$ cat src/dsar_pkg.sv
// ----------------------------------------------------------------------------
// dsar_pkg
// Shared types, widths and constants of the drop-shadow alpha ramp unit.
// ----------------------------------------------------------------------------
package dsar_pkg;

    localparam int COORD_W  = 13;
    localparam int DIM_W    = 12;
    localparam int SHADOW_W = 8;
    localparam int NUM_W    = 15;
    localparam int ALPHA_W  = 7;
    localparam int IDX_W    = 2;

    localparam logic [DIM_W-1:0]    MAX_CONTENT_DIM = 12'd4095;
    localparam logic [SHADOW_W-1:0] MAX_SHADOW      = 8'd255;
    localparam logic [ALPHA_W-1:0]  PEAK_ALPHA      = 7'd92;

    // geometry stages, divider steps, output register
    localparam int DIV_STEPS  = ALPHA_W;
    localparam int PIPE_DEPTH = 3 + DIV_STEPS + 1;

    typedef logic [COORD_W-1:0]  t_coord;
    typedef logic [DIM_W-1:0]    t_dim;
    typedef logic [SHADOW_W-1:0] t_shadow;
    typedef logic [NUM_W-1:0]    t_num;
    typedef logic [ALPHA_W-1:0]  t_alpha;
    typedef logic [IDX_W-1:0]    t_reg_idx;

    localparam t_reg_idx REG_CONTENT_WIDTH  = 2'd0;
    localparam t_reg_idx REG_CONTENT_HEIGHT = 2'd1;
    localparam t_reg_idx REG_SHADOW_SIZE    = 2'd2;

    typedef struct packed {
        t_dim    content_width;
        t_dim    content_height;
        t_shadow shadow_size;
    } t_cfg;

    // per-pixel classification that rides along with the ramp value
    typedef struct packed {
        logic outside;
        logic in_rect;
        logic ring;
    } t_flags;

endpackage

$ cat src/dsar_geom.sv
// ----------------------------------------------------------------------------
// dsar_geom
// Three-stage geometry front end: axis distances, Chebyshev distance and
// classification, then the scaled ramp numerator 92*(shadow_size-d).
// ----------------------------------------------------------------------------
module dsar_geom (
    input  logic            i_clk,
    input  logic            i_rst_n,
    input  logic            i_valid,
    input  dsar_pkg::t_coord i_pixel_x,
    input  dsar_pkg::t_coord i_pixel_y,
    input  dsar_pkg::t_cfg  i_cfg,
    output logic            o_valid,
    output dsar_pkg::t_num  o_num,
    output dsar_pkg::t_flags o_flags
);
    import dsar_pkg::*;

    // stage a: distances per axis
    logic               r_a_valid;
    logic               r_a_outside;
    t_coord             r_a_dx;
    t_coord             r_a_dy;
    logic               n_a_outside;
    t_coord             n_a_dx;
    t_coord             n_a_dy;
    t_coord             s_ext;
    t_coord             right_x;
    t_coord             bottom_y;
    logic [COORD_W:0]   buf_w;
    logic [COORD_W:0]   buf_h;

    // stage b: classification
    logic               r_b_valid;
    t_flags             r_b_flags;
    t_shadow            r_b_diff;
    t_flags             n_b_flags;
    t_shadow            n_b_diff;
    t_coord             d;

    // stage c: numerator
    logic               r_c_valid;
    t_flags             r_c_flags;
    t_num               r_c_num;

    always_comb begin
        s_ext    = t_coord'(i_cfg.shadow_size);
        right_x  = s_ext + t_coord'(i_cfg.content_width);
        bottom_y = s_ext + t_coord'(i_cfg.content_height);
        buf_w    = {1'b0, right_x} + (COORD_W+1)'(i_cfg.shadow_size);
        buf_h    = {1'b0, bottom_y} + (COORD_W+1)'(i_cfg.shadow_size);
        n_a_outside = ({1'b0, i_pixel_x} >= buf_w) || ({1'b0, i_pixel_y} >= buf_h);

        if (i_pixel_x < s_ext) begin
            n_a_dx = s_ext - i_pixel_x;
        end else if (i_pixel_x >= right_x) begin
            n_a_dx = i_pixel_x - right_x + t_coord'(1);
        end else begin
            n_a_dx = '0;
        end

        if (i_pixel_y < s_ext) begin
            n_a_dy = s_ext - i_pixel_y;
        end else if (i_pixel_y >= bottom_y) begin
            n_a_dy = i_pixel_y - bottom_y + t_coord'(1);
        end else begin
            n_a_dy = '0;
        end
    end

    always_comb begin
        d = (r_a_dx > r_a_dy) ? r_a_dx : r_a_dy;
        n_b_flags.outside = r_a_outside;
        n_b_flags.in_rect = !r_a_outside && (d == '0);
        // zero shadow size never passes the compare, so no ring
        n_b_flags.ring    = !r_a_outside && (d != '0)
                            && (d < t_coord'(i_cfg.shadow_size));
        n_b_diff = n_b_flags.ring ? (i_cfg.shadow_size - d[SHADOW_W-1:0]) : '0;
    end

    always_ff @(posedge i_clk) begin
        if (!i_rst_n) begin
            r_a_valid <= 1'b0;
            r_b_valid <= 1'b0;
            r_c_valid <= 1'b0;
        end else begin
            r_a_valid <= i_valid;
            r_b_valid <= r_a_valid;
            r_c_valid <= r_b_valid;
        end
    end

    always_ff @(posedge i_clk) begin
        r_a_outside <= n_a_outside;
        r_a_dx      <= n_a_dx;
        r_a_dy      <= n_a_dy;
        r_b_flags   <= n_b_flags;
        r_b_diff    <= n_b_diff;
        r_c_flags   <= r_b_flags;
        r_c_num     <= t_num'(r_b_diff) * t_num'(PEAK_ALPHA);
    end

    assign o_valid = r_c_valid;
    assign o_num   = r_c_num;
    assign o_flags = r_c_flags;

    a_class_exclusive: assert property (@(posedge i_clk) disable iff (!i_rst_n)
        r_b_valid |-> !(r_b_flags.ring && r_b_flags.in_rect)
                      && !(r_b_flags.outside && (r_b_flags.ring || r_b_flags.in_rect)))
        else $error("geometry flags overlap");

    a_diff_in_range: assert property (@(posedge i_clk) disable iff (!i_rst_n)
        r_b_valid && r_b_flags.ring |-> (r_b_diff != '0) && (r_b_diff < i_cfg.shadow_size))
        else $error("ramp difference out of range");

    a_num_zero: assert property (@(posedge i_clk) disable iff (!i_rst_n)
        r_c_valid && !r_c_flags.ring |-> (r_c_num == '0))
        else $error("nonzero numerator off the ring");

endmodule

$ cat src/dsar_div.sv
// ----------------------------------------------------------------------------
// dsar_div
// Pipelined restoring divider, one quotient bit per stage, dividing the
// ramp numerator by shadow_size. Flags travel alongside the partial result.
// ----------------------------------------------------------------------------
module dsar_div (
    input  logic             i_clk,
    input  logic             i_rst_n,
    input  logic             i_valid,
    input  dsar_pkg::t_num   i_num,
    input  dsar_pkg::t_flags i_flags,
    input  dsar_pkg::t_shadow i_divisor,
    output logic             o_valid,
    output dsar_pkg::t_alpha o_quot,
    output dsar_pkg::t_flags o_flags
);
    import dsar_pkg::*;

    logic   r_vld   [DIV_STEPS];
    t_num   r_rem   [DIV_STEPS];
    t_alpha r_quot  [DIV_STEPS];
    t_flags r_flags [DIV_STEPS];

    genvar k;
    generate
        for (k = 0; k < DIV_STEPS; k++) begin : g_step
            localparam int BIT = DIV_STEPS - 1 - k;
            logic   in_vld;
            t_num   in_rem;
            t_alpha in_quot;
            t_flags in_flags;
            t_num   trial;
            logic   take;

            if (k == 0) begin : g_first
                assign in_vld   = i_valid;
                assign in_rem   = i_num;
                assign in_quot  = '0;
                assign in_flags = i_flags;
            end else begin : g_next
                assign in_vld   = r_vld[k-1];
                assign in_rem   = r_rem[k-1];
                assign in_quot  = r_quot[k-1];
                assign in_flags = r_flags[k-1];
            end

            // quotient stays below 128, so the shifted divisor never overflows
            assign trial = t_num'(i_divisor) << BIT;
            assign take  = in_rem >= trial;

            always_ff @(posedge i_clk) begin
                if (!i_rst_n) begin
                    r_vld[k] <= 1'b0;
                end else begin
                    r_vld[k] <= in_vld;
                end
            end

            always_ff @(posedge i_clk) begin
                r_flags[k] <= in_flags;
                r_rem[k]   <= take ? (in_rem - trial) : in_rem;
                r_quot[k]  <= in_quot | (t_alpha'(take) << BIT);
            end
        end
    endgenerate

    assign o_valid = r_vld[DIV_STEPS-1];
    assign o_quot  = r_quot[DIV_STEPS-1];
    assign o_flags = r_flags[DIV_STEPS-1];

    a_rem_below_divisor: assert property (@(posedge i_clk) disable iff (!i_rst_n)
        r_vld[DIV_STEPS-1] && r_flags[DIV_STEPS-1].ring
        |-> (r_rem[DIV_STEPS-1] < t_num'(i_divisor)))
        else $error("divider remainder not below divisor");

    a_quot_peak: assert property (@(posedge i_clk) disable iff (!i_rst_n)
        r_vld[DIV_STEPS-1] && r_flags[DIV_STEPS-1].ring
        |-> (r_quot[DIV_STEPS-1] < PEAK_ALPHA))
        else $error("ring alpha reached peak");

    a_valid_flow: assert property (@(posedge i_clk) disable iff (!i_rst_n)
        i_valid |=> r_vld[0])
        else $error("valid lost entering divider");

endmodule

$ cat src/drop_shadow_alpha_ramp_unit.sv
// ----------------------------------------------------------------------------
// drop_shadow_alpha_ramp_unit
// Shadow alpha for one pixel coordinate of a drop-shadow buffer.
// ----------------------------------------------------------------------------
// Takes one pixel word per clock: busy is never raised, so start may be held
// high every cycle of a raster scan. Each word gives one result word, shown for
// one cycle with o_valid; the receiver cannot stall it. The pipeline holds three
// geometry stages, seven divider stages (one quotient bit each) and the output
// register. Configuration registers are written through the cfg channel, which
// is always ready, and must only change while no pixel word is in flight.
module drop_shadow_alpha_ramp_unit (
    input  logic                i_clk,
    input  logic                i_rst_n,
    input  logic                start,
    output logic                busy,
    input  dsar_pkg::t_coord    i_pixel_x,
    input  dsar_pkg::t_coord    i_pixel_y,
    output logic                o_valid,
    output dsar_pkg::t_alpha    o_alpha,
    output logic                o_outside_buffer,
    output logic                o_in_content,
    input  logic                i_cfg_valid,
    output logic                o_cfg_ready,
    input  dsar_pkg::t_reg_idx  i_cfg_index,
    input  dsar_pkg::t_dim      i_cfg_data
);
    import dsar_pkg::*;

    t_cfg     r_cfg;
    t_cfg     n_cfg;
    logic     geo_valid;
    t_num     geo_num;
    t_flags   geo_flags;
    logic     div_valid;
    t_alpha   div_quot;
    t_flags   div_flags;
    logic     r_valid;
    t_alpha   r_alpha;
    logic     r_outside;
    logic     r_inside;

    assign busy        = 1'b0;
    assign o_cfg_ready = 1'b1;

    always_comb begin
        n_cfg = r_cfg;
        if (i_cfg_valid && o_cfg_ready) begin
            case (i_cfg_index)
                REG_CONTENT_WIDTH: begin
                    n_cfg.content_width = (i_cfg_data > MAX_CONTENT_DIM) ?
                                          MAX_CONTENT_DIM : i_cfg_data;
                end
                REG_CONTENT_HEIGHT: begin
                    n_cfg.content_height = (i_cfg_data > MAX_CONTENT_DIM) ?
                                           MAX_CONTENT_DIM : i_cfg_data;
                end
                REG_SHADOW_SIZE: begin
                    n_cfg.shadow_size = (i_cfg_data[SHADOW_W-1:0] > MAX_SHADOW) ?
                                        MAX_SHADOW : i_cfg_data[SHADOW_W-1:0];
                end
                default: begin
                    n_cfg = r_cfg;
                end
            endcase
        end
    end

    always_ff @(posedge i_clk) begin
        if (!i_rst_n) begin
            r_cfg.content_width  <= t_dim'(1);
            r_cfg.content_height <= t_dim'(1);
            r_cfg.shadow_size    <= t_shadow'(1);
        end else begin
            r_cfg <= n_cfg;
        end
    end

    dsar_geom u_geom (
        .i_clk     (i_clk),
        .i_rst_n   (i_rst_n),
        .i_valid   (start && !busy),
        .i_pixel_x (i_pixel_x),
        .i_pixel_y (i_pixel_y),
        .i_cfg     (r_cfg),
        .o_valid   (geo_valid),
        .o_num     (geo_num),
        .o_flags   (geo_flags)
    );

    dsar_div u_div (
        .i_clk     (i_clk),
        .i_rst_n   (i_rst_n),
        .i_valid   (geo_valid),
        .i_num     (geo_num),
        .i_flags   (geo_flags),
        .i_divisor (r_cfg.shadow_size),
        .o_valid   (div_valid),
        .o_quot    (div_quot),
        .o_flags   (div_flags)
    );

    always_ff @(posedge i_clk) begin
        if (!i_rst_n) begin
            r_valid <= 1'b0;
        end else begin
            r_valid <= div_valid;
        end
    end

    // off the ring the divider output is meaningless, force alpha to zero
    always_ff @(posedge i_clk) begin
        r_alpha   <= div_flags.ring ? div_quot : '0;
        r_outside <= div_flags.outside;
        r_inside  <= div_flags.in_rect;
    end

    assign o_valid          = r_valid;
    assign o_alpha          = r_alpha;
    assign o_outside_buffer = r_outside;
    assign o_in_content     = r_inside;

    a_latency: assert property (@(posedge i_clk) disable iff (!i_rst_n)
        start && !busy |-> ##PIPE_DEPTH o_valid)
        else $error("result word missing after pipeline latency");

    a_outside_clean: assert property (@(posedge i_clk) disable iff (!i_rst_n)
        o_valid && o_outside_buffer |-> (o_alpha == '0) && !o_in_content)
        else $error("outside pixel carries alpha or content flag");

    a_content_clear: assert property (@(posedge i_clk) disable iff (!i_rst_n)
        o_valid && o_in_content |-> (o_alpha == '0))
        else $error("content pixel carries alpha");

endmodule

$ cat config.mk
export PLATFORM = sky130hd
export DESIGN_NAME = drop_shadow_alpha_ramp_unit
export DESIGN_NICKNAME = d
export VERILOG_FILES = /design/src/dsar_pkg.sv /design/src/dsar_geom.sv /design/src/dsar_div.sv /design/src/drop_shadow_alpha_ramp_unit.sv
export SDC_FILE = /design/constraint.sdc
export NUM_CORES = 1
export LEC_CHECK = 0
export ABC_AREA = 1
export BUFFER_PORTS_ARGS = -buffer_cell sky130_fd_sc_hd__buf_2
export CAP_MARGIN = 25
export CELL_PAD_IN_SITES_DETAIL_PLACEMENT = 1
export CELL_PAD_IN_SITES_GLOBAL_PLACEMENT = 1
export CORE_ASPECT_RATIO = 0.6
export CORE_MARGIN = 2
export CORE_UTILIZATION = 45
export CTS_CLUSTER_DIAMETER = 30
export DETAILED_ROUTE_END_ITERATION = 7
export PLACE_DENSITY_LB_ADDON = 0.1
export SLEW_MARGIN = 20
export SYNTH_ARGS = -nofsm -noshare
export SYNTH_HDL_FRONTEND = slang
export SYNTH_SLANG_ARGS = --single-unit
$ cat constraint.sdc
create_clock -name i_clk -period 6.35 [get_ports i_clk]
set_input_delay 0.635 -clock i_clk [delete_from_list [all_inputs] [get_ports i_clk]]
set_output_delay 0.635 -clock i_clk [all_outputs]
set_load 0.02 [all_outputs]
==> results by group <==
Worst hold path
  – Hold path endpoint: u_geom.r_a_valid
  – Min-delay src: start
  – Hold Path Class: input pin to register
  – Hold Path Depth: 3

Drt
  – Drt drc: 0
  – Routed wire length per instance: ~18 um
  – Via count: 13100
  – 1st-pass router iterations: 5
  – Initial DRC count: 709
  – Routed Antenna Nets: 0
  – Vias per cell: 5.20
  – Wirelength, routed: roughly 45000 um

Cells and area
  – Nets@finish: between 2000 and 2500
  – Fin util: a little over half
  – Share of cells above drive strength 1: 9.74%
  – Area grow syn2layout: 14.1%

Clock tree
  – H-tree levels: 2
  – Root Buffer: clkbuf_16
  – Post-CTS setup buffer count: 0
  – Number of buffers created by CTS: 41
  – Clock-pin transition on the worst setup and hold timing paths: around 0.050 ns
  – Post-cts resize count: 0
  – Hold-fix buffers at CTS: 0
  – Worst skew pair latency: 0.54 ns
  – Longest Clk Path Bufs: 3
  – CTS tree: yes
  – Clock sinks: ~230

STA
  – Max-slew violation count: 0
  – RSZ-0062 raised after global routing: no
  – Final Hold Fails: 0
  – Min Tclk post-route: 4.83 ns
  – Final setup viols: 0
  – Fmax: 207 MHz
  – Setup TNS: 0 ns
  – Worst Tran Pin Value: between 0.8 and 0.9 ns
  – Clock skew: roughly 0.031 ns
  – Crit share post-route: approximately 76%
  – Slew Limit Headroom: roughly two fifths

Yosys
  – Fraction of registers with async set/reset: 0%
  – Number of synthesized flops with an enable pin: 0
  – Cells after Synth: 1942
  – Syn nets: around 2300
  – Largest area contributor in the netlist: dfxtp_1
  – Post-synthesis sequential area ratio: a little under a third
  – Area of the mapped netlist: 15600 um2
  – Yosys top cell area share: a little under a third
  – Top FF cell, synth: dfxtp_1
  – Unique masters post-synth: 57
  – Synth Area per Inst: ~8 um2
  – Number of synthesized register bits: 234
  – Top post-synthesis cells by area: dfxtp_1 30%, ha_1 19%, nand2_1 7.3%
  – Syn. warnings: 0

Global route
  – Pin count of the biggest net entering global routing: 44
  – First-pass GRT wire length: ~73000 um
  – Grt total ovfl: 0
  – Vias in the first global route: 13500
  – Initial antenna violation count: 2
  – GRT Overall Usage: 25.4%

Worst setup path
  – Worst reg2reg startpoint: r_cfg[3]
  – Crit path required time: 6.73 ns
  – R2R depth: 21
  – Crit end category: register
  – Startpoint types: register
  – Reg2Reg Setup Slack: between 1.5 and 2 ns
  – RR Endpoint: u_geom.r_a_outside
  – WS Path Type: register to register
  – Critical path peak fanout: 8
  – Critical Path AT: around 5.2 ns

Place
  – DP HPWL: 36400 um
  – PortBufs: 53
  – Gpl congestion: between 0.9 and 1

Floorplanning
  – # IOs: 56
  – Die W: around 240 um
  – Core ar.: between 30000 and 40000 um2
  – Rows: 52
  – Die area: about 36000 um2
  – Die Ht: 148 um
  – Initial Utilization: between 40% and 50%

Pwr
  – Power Total: 7.66 mW
  – Leakage power: ~9 nW
  – Peak supply drop: between 0.0002 and 0.0003 V
  – Pwr/cell area: 431 nW/um2

Run status
  – Status: finished clean

Flow run
  – Max Cap Viol: 0
==> through the flow <==
stage / std cells / hold slack, ns / setup WS, ns / instance area (um2)
global placement: 2437 / 0.310 / 1.89 / 16400
floorplan: 1942 / 0.310 / 2.22 / 15600
CTS: 2512 / 0.269 / 1.61 / 17800
detailed placement: 2437 / 0.313 / 1.67 / 16400
finish: 2514 / 0.283 / 1.52 / 17800
global route: 2514 / 0.304 / 1.16 / 17800
==> cells in the mapped netlist (all sizes together) (7+ instances only) <==
| library cell | instances |
|---|---|
| a21o | 13 |
| xnor2 | 52 |
| nand4 | 22 |
| nand3 | 62 |
| xor2 | 69 |
| buf | 11 |
| nand3b | 11 |
| nand2 | 326 |
| clkbuf | 11 |
| nor2 | 169 |
| nor3 | 36 |
| o211ai | 7 |
| ha | 235 |
| dfxtp | 234 |
| o21ai | 137 |
| a21oi | 160 |
| inv | 273 |
| o22ai | 9 |
| fa | 35 |
==> cells by family after synthesis <==
family                   Yosys count  share of synthesized area, %
AND/OR/NAND/NOR                  647                          19.1
AO/OA/AOI/OAI                    373                          13.4
buffers and inverters            295                          7.33
adder cells (fa/ha/maj)          270                          23.4
flip-flops                       234                          30.0
XOR/XNOR                         121                          6.80
other                              2                        0.0482
==> cell type report <==
class                           instances  area, um2
Sequential cell                       234       4680
Clock inverter                         28        332
Tap cell                              459        574
Inverter                              273       1020
Clock buffer                           47       1110
Fill cell                            4141      16100
Antenna cell                            2       5.00
Timing Repair Buffer                   58        303
Multi-Input combinational cell       1413       9760
==> state kept, by name, indices dropped and copies added (netlist names), 8 cells and up <==
signal	count
u_geom.r_a_dx	13
u_div.r_rem	79
u_geom.o_num	13
u_geom.r_b_diff	8
r_cfg	32
u_geom.r_a_dy	13
u_div.r_quot	28
u_div.r_flags	21
==> critical path, stage by stage, from the launching register on <==
cell and delay, ns:
dfxtp_1 0.66, ha_1 0.37, a21oi_1 0.16, nand2_1 0.12, a21oi_1 0.17, o21ai_0 0.12, xor2_1 0.54, inv_1 0.10
ha_1 0.37, nand2_1 0.09, o21a_1 0.18, o21ai_0 0.12, nand2_1 0.09, nand2_1 0.07, nand3_1 0.10, nor2_1 0.12
nand2_1 0.07, xnor2_1 0.23, ha_1 0.31, and3_1 0.20, a221oi_1 0.28, o2111ai_1 0.19
==> worst max-delay path by stage <==
stage | startpoint | endpoint | slack (ns) | cells after the start
after detailed placement | r_cfg[3] | u_geom.r_a_outside | 1.67 | 21
after floorplan | r_cfg[1] | u_geom.r_a_outside | 2.22 | 23
after global placement | r_cfg[3] | u_geom.r_a_outside | 1.89 | 21
after global routing | r_cfg[3] | u_geom.r_a_outside | 1.16 | 21
after CTS | r_cfg[3] | u_geom.r_a_outside | 1.61 | 21
final | r_cfg[3] | u_geom.r_a_outside | 1.52 | 21
==> cell usage in the layout (no fill, tap or decap), drive strengths merged, types with 7 or more instances in the layout <==
master	instances
clkinv	7
nor3	36
fa	35
xnor2	52
nand3b	11
o22ai	9
nand3	62
buf	58
xor2	69
a21oi	160
o211ai	7
inv	285
ha	235
a21o	13
nand4	22
o21ai	137
nor2	169
dfxtp	234
nand2	326
clkbuf	47
==> power by group <==
part,switching (mW),internal [mW],total (mW)
Clock,0.821,1.45,2.27
Sequential,0.228,1.87,2.10
Combinational,2.05,1.25,3.29
Total,3.10,4.57,7.66
==> layer usage <==
metal,up-vias,track usage [%],routed length [um]
met3,54,4.47,2210
met5,-,0,0
met4,0,5.34,773
met2,229,35.5,17100
li1,6604,-,-
met1,6188,39.8,24900
No activity file was read; power rests on OpenSTA's default activity.
